===== src/sv/c3s_pkg.sv =====
// shared constants and the sarrus term table for the 3x3 solver
`timescale 1ns / 1ps
package c3s_pkg;
  localparam int CW_DEF = 16;
  localparam int RW_DEF = 32;
  localparam int RF_DEF = 16;
  localparam int QDEPTH = 4;
  localparam int NUM_DETS = 4;
  localparam int NUM_TERMS = 6;
  // column picked from rows 0..2 for each sarrus term; first three add, last three subtract
  localparam logic [1:0] SARRUS_COL [NUM_TERMS][3] = '{
    '{2'd0, 2'd1, 2'd2},
    '{2'd1, 2'd2, 2'd0},
    '{2'd2, 2'd0, 2'd1},
    '{2'd2, 2'd1, 2'd0},
    '{2'd1, 2'd0, 2'd2},
    '{2'd0, 2'd2, 2'd1}
  };
endpackage


===== src/sv/c3s_fifo.sv =====
// small queue between front and back
`timescale 1ns / 1ps
module c3s_fifo #(
  parameter int WIDTH = 8,
  parameter int DEPTH = c3s_pkg::QDEPTH
) (
  input  logic clk,
  input  logic rst,
  input  logic push,
  input  logic [WIDTH-1:0] wdata,
  output logic full,
  input  logic pop,
  output logic [WIDTH-1:0] rdata,
  output logic avail
);
  localparam int PW = $clog2(DEPTH);
  localparam int CNTW = $clog2(DEPTH + 1);

  logic [WIDTH-1:0] mem [DEPTH];
  logic [PW-1:0] wr_ptr, rd_ptr;
  logic [CNTW-1:0] count;

  assign full = (count == CNTW'(DEPTH));
  assign avail = (count != '0);
  assign rdata = mem[rd_ptr];

  always_ff @(posedge clk) begin
    if (push) mem[wr_ptr] <= wdata;
  end

  always_ff @(posedge clk) begin
    if (rst) begin
      wr_ptr <= '0;
      rd_ptr <= '0;
      count  <= '0;
    end else begin
      if (push) wr_ptr <= PW'(wr_ptr + 1'b1);
      if (pop) rd_ptr <= PW'(rd_ptr + 1'b1);
      if (push && !pop) count <= CNTW'(count + 1'b1);
      else if (pop && !push) count <= CNTW'(count - 1'b1);
    end
  end
endmodule


===== config.mk =====
export PLATFORM = sky130hd
export DESIGN_NAME = c3s_fifo
export DESIGN_NICKNAME = d
export VERILOG_FILES = /design/src/sv/c3s_pkg.sv /design/src/sv/c3s_fifo.sv
export SDC_FILE = /design/constraint.sdc
export NUM_CORES = 1
export LEC_CHECK = 0
export BUFFER_PORTS_ARGS = -buffer_cell sky130_fd_sc_hd__buf_2
export CELL_PAD_IN_SITES_DETAIL_PLACEMENT = 0
export CELL_PAD_IN_SITES_GLOBAL_PLACEMENT = 1
export CORE_UTILIZATION = 40
export DETAILED_ROUTE_END_ITERATION = 16
export PLACE_DENSITY = 0.74
export SLEW_MARGIN = 20
export SYNTH_ARGS = -nofsm -noshare
export SYNTH_HDL_FRONTEND = slang
export SYNTH_SLANG_ARGS = --single-unit

===== constraint.sdc =====
create_clock -name clk -period 3.57 [get_ports clk]
set_input_delay 0.357 -clock clk [delete_from_list [all_inputs] [get_ports clk]]
set_output_delay 0.357 -clock clk [all_outputs]
set_load 0.05 [all_outputs]

==> reports/metrics.yaml, run 1 <==
outcome:
  status: "completed"
sta:
  rsz0062_at_grt: "false"
  max_freq_ghz: 0.472
  slew_headroom_pct: 63.8
  post-route-min-period_ns: 2.12
  fin_tns_setup_ns: 0
  finalCritPeriodShare_pct: 59.3
  tightest_slew_ns: 0.542
  fin_skew_ns: 0.00422
  timing.final.hold_violations: 0
  setup-violations-final: 0
  slew_violations: 0
min_path:
  hp-class: "primary input to flip-flop"
  hold_depth: 1
power:
  p_total_w: 0.00102
  clockPowerShare_pct: 27.3
  comb_power_share_pct: 16.9
  p_int_w: 0.000739
  p_per_area_nw_per_um2: 559
  power_frac_seq_pct: 55.9
  p_leak_nw: 0.666
  power.switching_w: 0.000276
  ir_drop_uv: 197
  swShare_pct: 27.2
global_routing:
  antenna_found_initial: 0
  grt_pass1_vias: 784
  grt_usage_pct: 13.1
  grt_pass1_wl_mm: 3.84
  grt.overflow.total: 0
  grt_max_degree: 13
synth:
  synth_cell_types: 19
  synth_seq_cells: 41
  syn_area_sq_um: 1590
  synthesis.nets: 104
  syn_area_per_cell_sq_um: 18.5
  syn_inst: 86
  yosysSeqAreaShare_pct: 71.9
  ys.warnings.count: 0
place:
  io_buffers: 21
  finalWeightedCongestion: 0.671
  dp.cells: 152
  dp_hpwl_mm: 1.66
detailed_routing:
  drt_iter0_markers: 17
  drc: 0
  first_pass_iters: 4
  via_per_inst: 4.77
  wl_mm: 2.28
  wl_per_cell_um: 14.3
  vias: 763
  antenna_left: 0
final_layout:
  stdcell_count: 160
  syn2layout_area_growth_pct: 14.3
  mostFrequentLayoutCell: "edfxtp_1"
  layout-drive-gt1-share_pct: 32.1
  diodes: 0
  nets: 129
  final_cell_mix: "edfxtp_1, buf_2, dfxtp_1, mux4_2, nor2_1"
setup_path:
  crit_chain: "mux4_2, buf_2"
  ff2ff_path_depth: 4
  worstSetupPathType: "flip-flop to primary output"
  slowest_delay_ns: 0.67
  end_kind: "primary output"
  arrival_ns: 1.76
  worstPathRequired_ns: 3.21
  critPathSlowestCell: "dfxtp_1"
  path_buf_inv: 1
  worst-path-stages: 2
  crit_family: "flip-flops"
  cp-start-kind: "flip-flop"
  crit_fanout: 8
clocking:
  postCtsSetupRepairBufs: 0
  numCtsBuffers: 5
  insertion_delay_ns: 0.28
  clk_pin_slew_ns: 0.07
  cts_tree: "built"
  cts_max_level: 2
  clock_path_buffers: 2
  cts_sinks: 41
  cts-root-buf: "clkbuf_8"
  post_cts_resized: 0
  postCtsHoldBufs: 0
die:
  core_sq_um: 3740
  dieHeight_um: 65.0
  dieArea_sq_um: 4230
  initial_core_util_pct: 42.4
  row_count: 22
  die_w_um: 65.0
  ios: 22
flow_run:
  cap_violations: 0
==> flip-flops by register name, summed over array words and instances (netlist names), named ones only <==
signal	cells
rd_ptr	2
wr_ptr	2
count	3
mem	32
==> cell usage after synthesis <==
library cell / number / area [sq um]
and2_1: 4 / 25.0
edfxtp_1: 32 / 961
o21ai_0: 1 / 5.00
ha_1: 5 / 62.6
mux2i_1: 2 / 20.0
or3_1: 2 / 12.5
mux4_2: 8 / 180
a21oi_1: 1 / 5.00
nor3b_1: 1 / 7.51
buf_6: 1 / 11.3
xor2_1: 3 / 26.3
xnor2_1: 2 / 17.5
inv_1: 4 / 15.0
clkbuf_2: 1 / 5.00
clkbuf_1: 1 / 3.75
dfxtp_1: 9 / 180
fa_1: 1 / 20.0
nor2_1: 7 / 26.3
nand2_1: 1 / 3.75
==> worst paths after layout <==
| kind | start | end | slack, ns |
|---|---|---|---|
| worst max register to register | count[0] | count[2] | 2.09 |
| worst min register to register | count[2] | count[2] | 0.50 |
| worst min-delay path | wdata[2] | mem[2][2] | 0.28 |
| worst max-delay path | flip-flop | rdata[7] | 1.45 |
==> cell type report <==
| cell class | count | area, sq um |
|---|---|---|
| Inverter | 4 | 15.0 |
| Tap cell | 48 | 60.1 |
| Clock buffer | 6 | 72.6 |
| Timing Repair Buffer | 21 | 105 |
| Sequential cell | 41 | 1140 |
| Multi-Input combinational cell | 38 | 412 |
| Fill cell | 350 | 1930 |
| Clock inverter | 2 | 10.0 |
==> power by group through the flow <==
stage               Clock [W]  Combinational, W  Sequential (W)
global route         0.000312          0.000184        0.000573
global placement            0          0.000169        0.000577
CTS                  0.000288          0.000173        0.000568
finish               0.000277          0.000171        0.000567
detailed placement          0          0.000173        0.000579
floorplan                   0          0.000145        0.000566
==> per-layer routing <==
layer,vias up,share of wire (%),global-route usage (%)
met4,0,1.1,3.33
met3,3,4.8,5.81
met2,15,52,21.2
met5,-,0,0
li1,369,-,-
met1,376,42,15.8
==> through the flow <==
stage               hold slack (ns)  util, %  setup WS, ns  area [sq um]
finish                        0.283     48.5          1.45          1820
global route                  0.276     48.5          1.33          1820
CTS                           0.276     48.5          1.39          1820
detailed placement            0.485     46.3          1.71          1730
global placement              0.479     46.3          1.74          1730
floorplan                     0.456        -          1.72          1590
==> cells by family after synthesis <==
logic type	after synthesis	share of synthesized area (%)
simple gates	15	4.73
xor+xnor	5	2.76
flops	41	71.9
mux	10	12.6
fa+ha+maj	6	5.20
compound gates	2	0.630
buf+inv	7	2.21
Power figures use the tool's default switching activity.
==> run 2, diff against run 1 <==
==> constraint.sdc (replaced) <==
create_clock -name clk -period 2.1 [get_ports clk]
set_input_delay 0.21 -clock clk [delete_from_list [all_inputs] [get_ports clk]]
set_output_delay 0.21 -clock clk [all_outputs]
set_load 0.05 [all_outputs]
==> run 2 against run 1 <==
Net effect: first-iteration DRC count is 150% higher; setup slack worse by 1.1 ns; flip-flop and latch count unchanged; count of clock-buffer cells in the layout is 1 lower; register-to-register slack worse by 1.5 ns; final area rose by 0.62%; total power rose by 73%; clock power grew 80%; highest routed layer unchanged; utilization up 0.30 points; cell count is 0.63% higher; via count rose by 0.52%; sequential share of layout area fell by 0.39 points; critical endpoint is now rdata[1].
==> reports/metrics.yaml, run 2 (same netlist as run 1, synthesis figures left out) <==
min_path:
  hp-class: "primary input to flip-flop"  # unchanged
final_layout:
  final_cell_mix: "edfxtp_1, buf_2, dfxtp_1, mux4_2, nor2_1"  # unchanged
  top_regs: "mem: 32 flops, count: 3 flops"  # unchanged
  largest_register_ffs: 32  # unchanged
  multi_input_area_sq_um: 412  # unchanged
  nets: 130  # was 129
  seq_area_sq_um: 1140  # unchanged
  mostFrequentLayoutCell: "edfxtp_1"  # unchanged
  diodes: 0  # unchanged
  syn2layout_area_growth_pct: 15.1  # was 14.3%
  fillers: 341  # was 350
  layout-drive-gt1-share_pct: 33.6  # was 32.1%
  regMostFlops: "mem"  # unchanged
detailed_routing:
  drt_iter0_markers: 42  # was 17
  antenna_left: 0  # unchanged
  drc: 0  # unchanged
  wl_per_cell_um: 14.3  # about the same
  wl_mm: 2.30  # was 2.28 mm
  vias: 767  # was 763
  first_pass_iters: 4  # unchanged
  via_per_inst: 4.76  # was 4.77
sta:
  post-route-min-period_ns: 1.78
  setup-violations-final: 0  # unchanged
  fin_skew_ns: 0.00308  # was 0.00422 ns
  finalCritPeriodShare_pct: 84.6
  max_freq_ghz: 0.563
  fin_tns_setup_ns: 0  # unchanged
  slew_headroom_pct: 70.7  # was 63.8%
  tightest_slew_ns: 0.439  # was 0.542 ns
  setup_slack_ns: 0.323  # was 1.45 ns
  timing.final.hold_violations: 0  # unchanged
  rsz0062_at_grt: "false"  # unchanged
  slew_violations: 0  # unchanged
global_routing:
  grt_pass1_wl_mm: 3.66  # was 3.84 mm
  grt_pass1_vias: 793  # was 784
  grt_max_degree: 14  # was 13
  antenna_found_initial: 0  # unchanged
  grt.overflow.total: 0  # unchanged
  grt_usage_pct: 13.0  # was 13.1%
place:
  io_buffers: 21  # unchanged
  finalWeightedCongestion: 0.654  # was 0.671
  dp_hpwl_mm: 1.59  # was 1.66 mm
  place_ws_ns: 0.397  # was 1.71 ns
clocking:
  cts_sinks: 41  # unchanged
  cts_max_level: 2  # unchanged
  numCtsBuffers: 5  # unchanged
  cts-root-buf: "clkbuf_8"  # unchanged
  clock_path_buffers: 2  # unchanged
  clk_pin_slew_ns: 0.07  # about the same
  insertion_delay_ns: 0.30  # was 0.28 ns
  postCtsSetupRepairBufs: 0  # unchanged
  post_cts_resized: 0  # unchanged
  postCtsHoldBufs: 0  # unchanged
  cts_tree: "built"  # unchanged
outcome:
  status: "completed"  # unchanged
setup_path:
  crit_fanout: 8  # unchanged
  crit_chain: "buf_4, mux4_2, buf_2"  # was mux4_2, buf_2
  worstPathRequired_ns: 1.89  # was 3.21 ns
  worstSetupPathType: "flip-flop to primary output"  # unchanged
  crit_family: "multiplexers"  # was flip-flops
  cp-start-kind: "flip-flop"  # unchanged
  slowest_delay_ns: 0.52  # was 0.67 ns
  path_buf_inv: 2  # was 1
  arrival_ns: 1.57  # was 1.76 ns
  critPathSlowestCell: "mux4_2"  # was dfxtp_1
  end_kind: "primary output"  # unchanged
die:
  dieHeight_um: 65.0  # unchanged
  ios: 22  # unchanged
  initial_core_util_pct: 42.4  # unchanged
  dieArea_sq_um: 4230  # unchanged
  die_w_um: 65.0  # unchanged
  row_count: 22  # unchanged
  core_sq_um: 3740  # unchanged
power:
  p_leak_nw: 0.670  # was 0.666 nW
  p_per_area_nw_per_um2: 962  # was 559 nW/um^2
  ir_drop_uv: 340  # was 197 uV
flow_run:
  cap_violations: 0  # unchanged
## run 2: cell types whose count changed in the layout (fill, tap and decap cells not counted), sizes merged
cell	before	now
clkbuf	6	5
clkinvlp	0	1
buf	21	22
## run 2: final timing paths
check / start / to / slack, ns / cells past startpoint
worst max-delay path: flip-flop / rdata[1] / 0.32 / 3
worst min-delay path: wdata[4] / mem[1][4] / 0.13 / 1
worst max register to register: count[0] / count[2] / 0.60 / 4
worst min register to register: count[2] / count[2] / 0.51 / 2
## run 2: where the power goes
| part | switching (W) | internal (W) | total, W |
|---|---|---|---|
| Sequential | 0.0000287 | 0.000926 | 0.000955 |
| Clock | 0.000270 | 0.000229 | 0.000499 |
| Combinational | 0.000202 | 0.000103 | 0.000304 |
## run 2: layout make-up
class | instances | share of cell area (%)
clock buffers | 5 | 3.77
clock inverters | 3 | 0.959
inverters | 4 | 0.822
multi-input cells | 38 | 22.5
flip-flops and latches | 41 | 62.5
well taps | 48 | 3.29
repair buffers | 22 | 6.16
## run 2: per-stage QoR
step,util (%),instance area (sq um),power [W],hold slack (ns),instances
6_report,48.8,1830,0.00176,0.126,161
4_1_cts,48.8,1830,0.00177,0.119,161
3_3_place_gp,46.5,1740,0.00127,0.420,153
3_5_place_dp,46.5,1740,0.00128,0.430,153
2_1_floorplan,-,1590,0.00121,0.309,86
5_1_grt,48.8,1830,0.00182,0.128,161
## run 2: metal layers
layer	GRT usage (%)	wire length [um]	vias up
li1	-	-	369
met1	13.8	978	375
met2	21.1	1140	15
met3	3.87	89	8
met4	10.8	85	0
met5	0	0	-
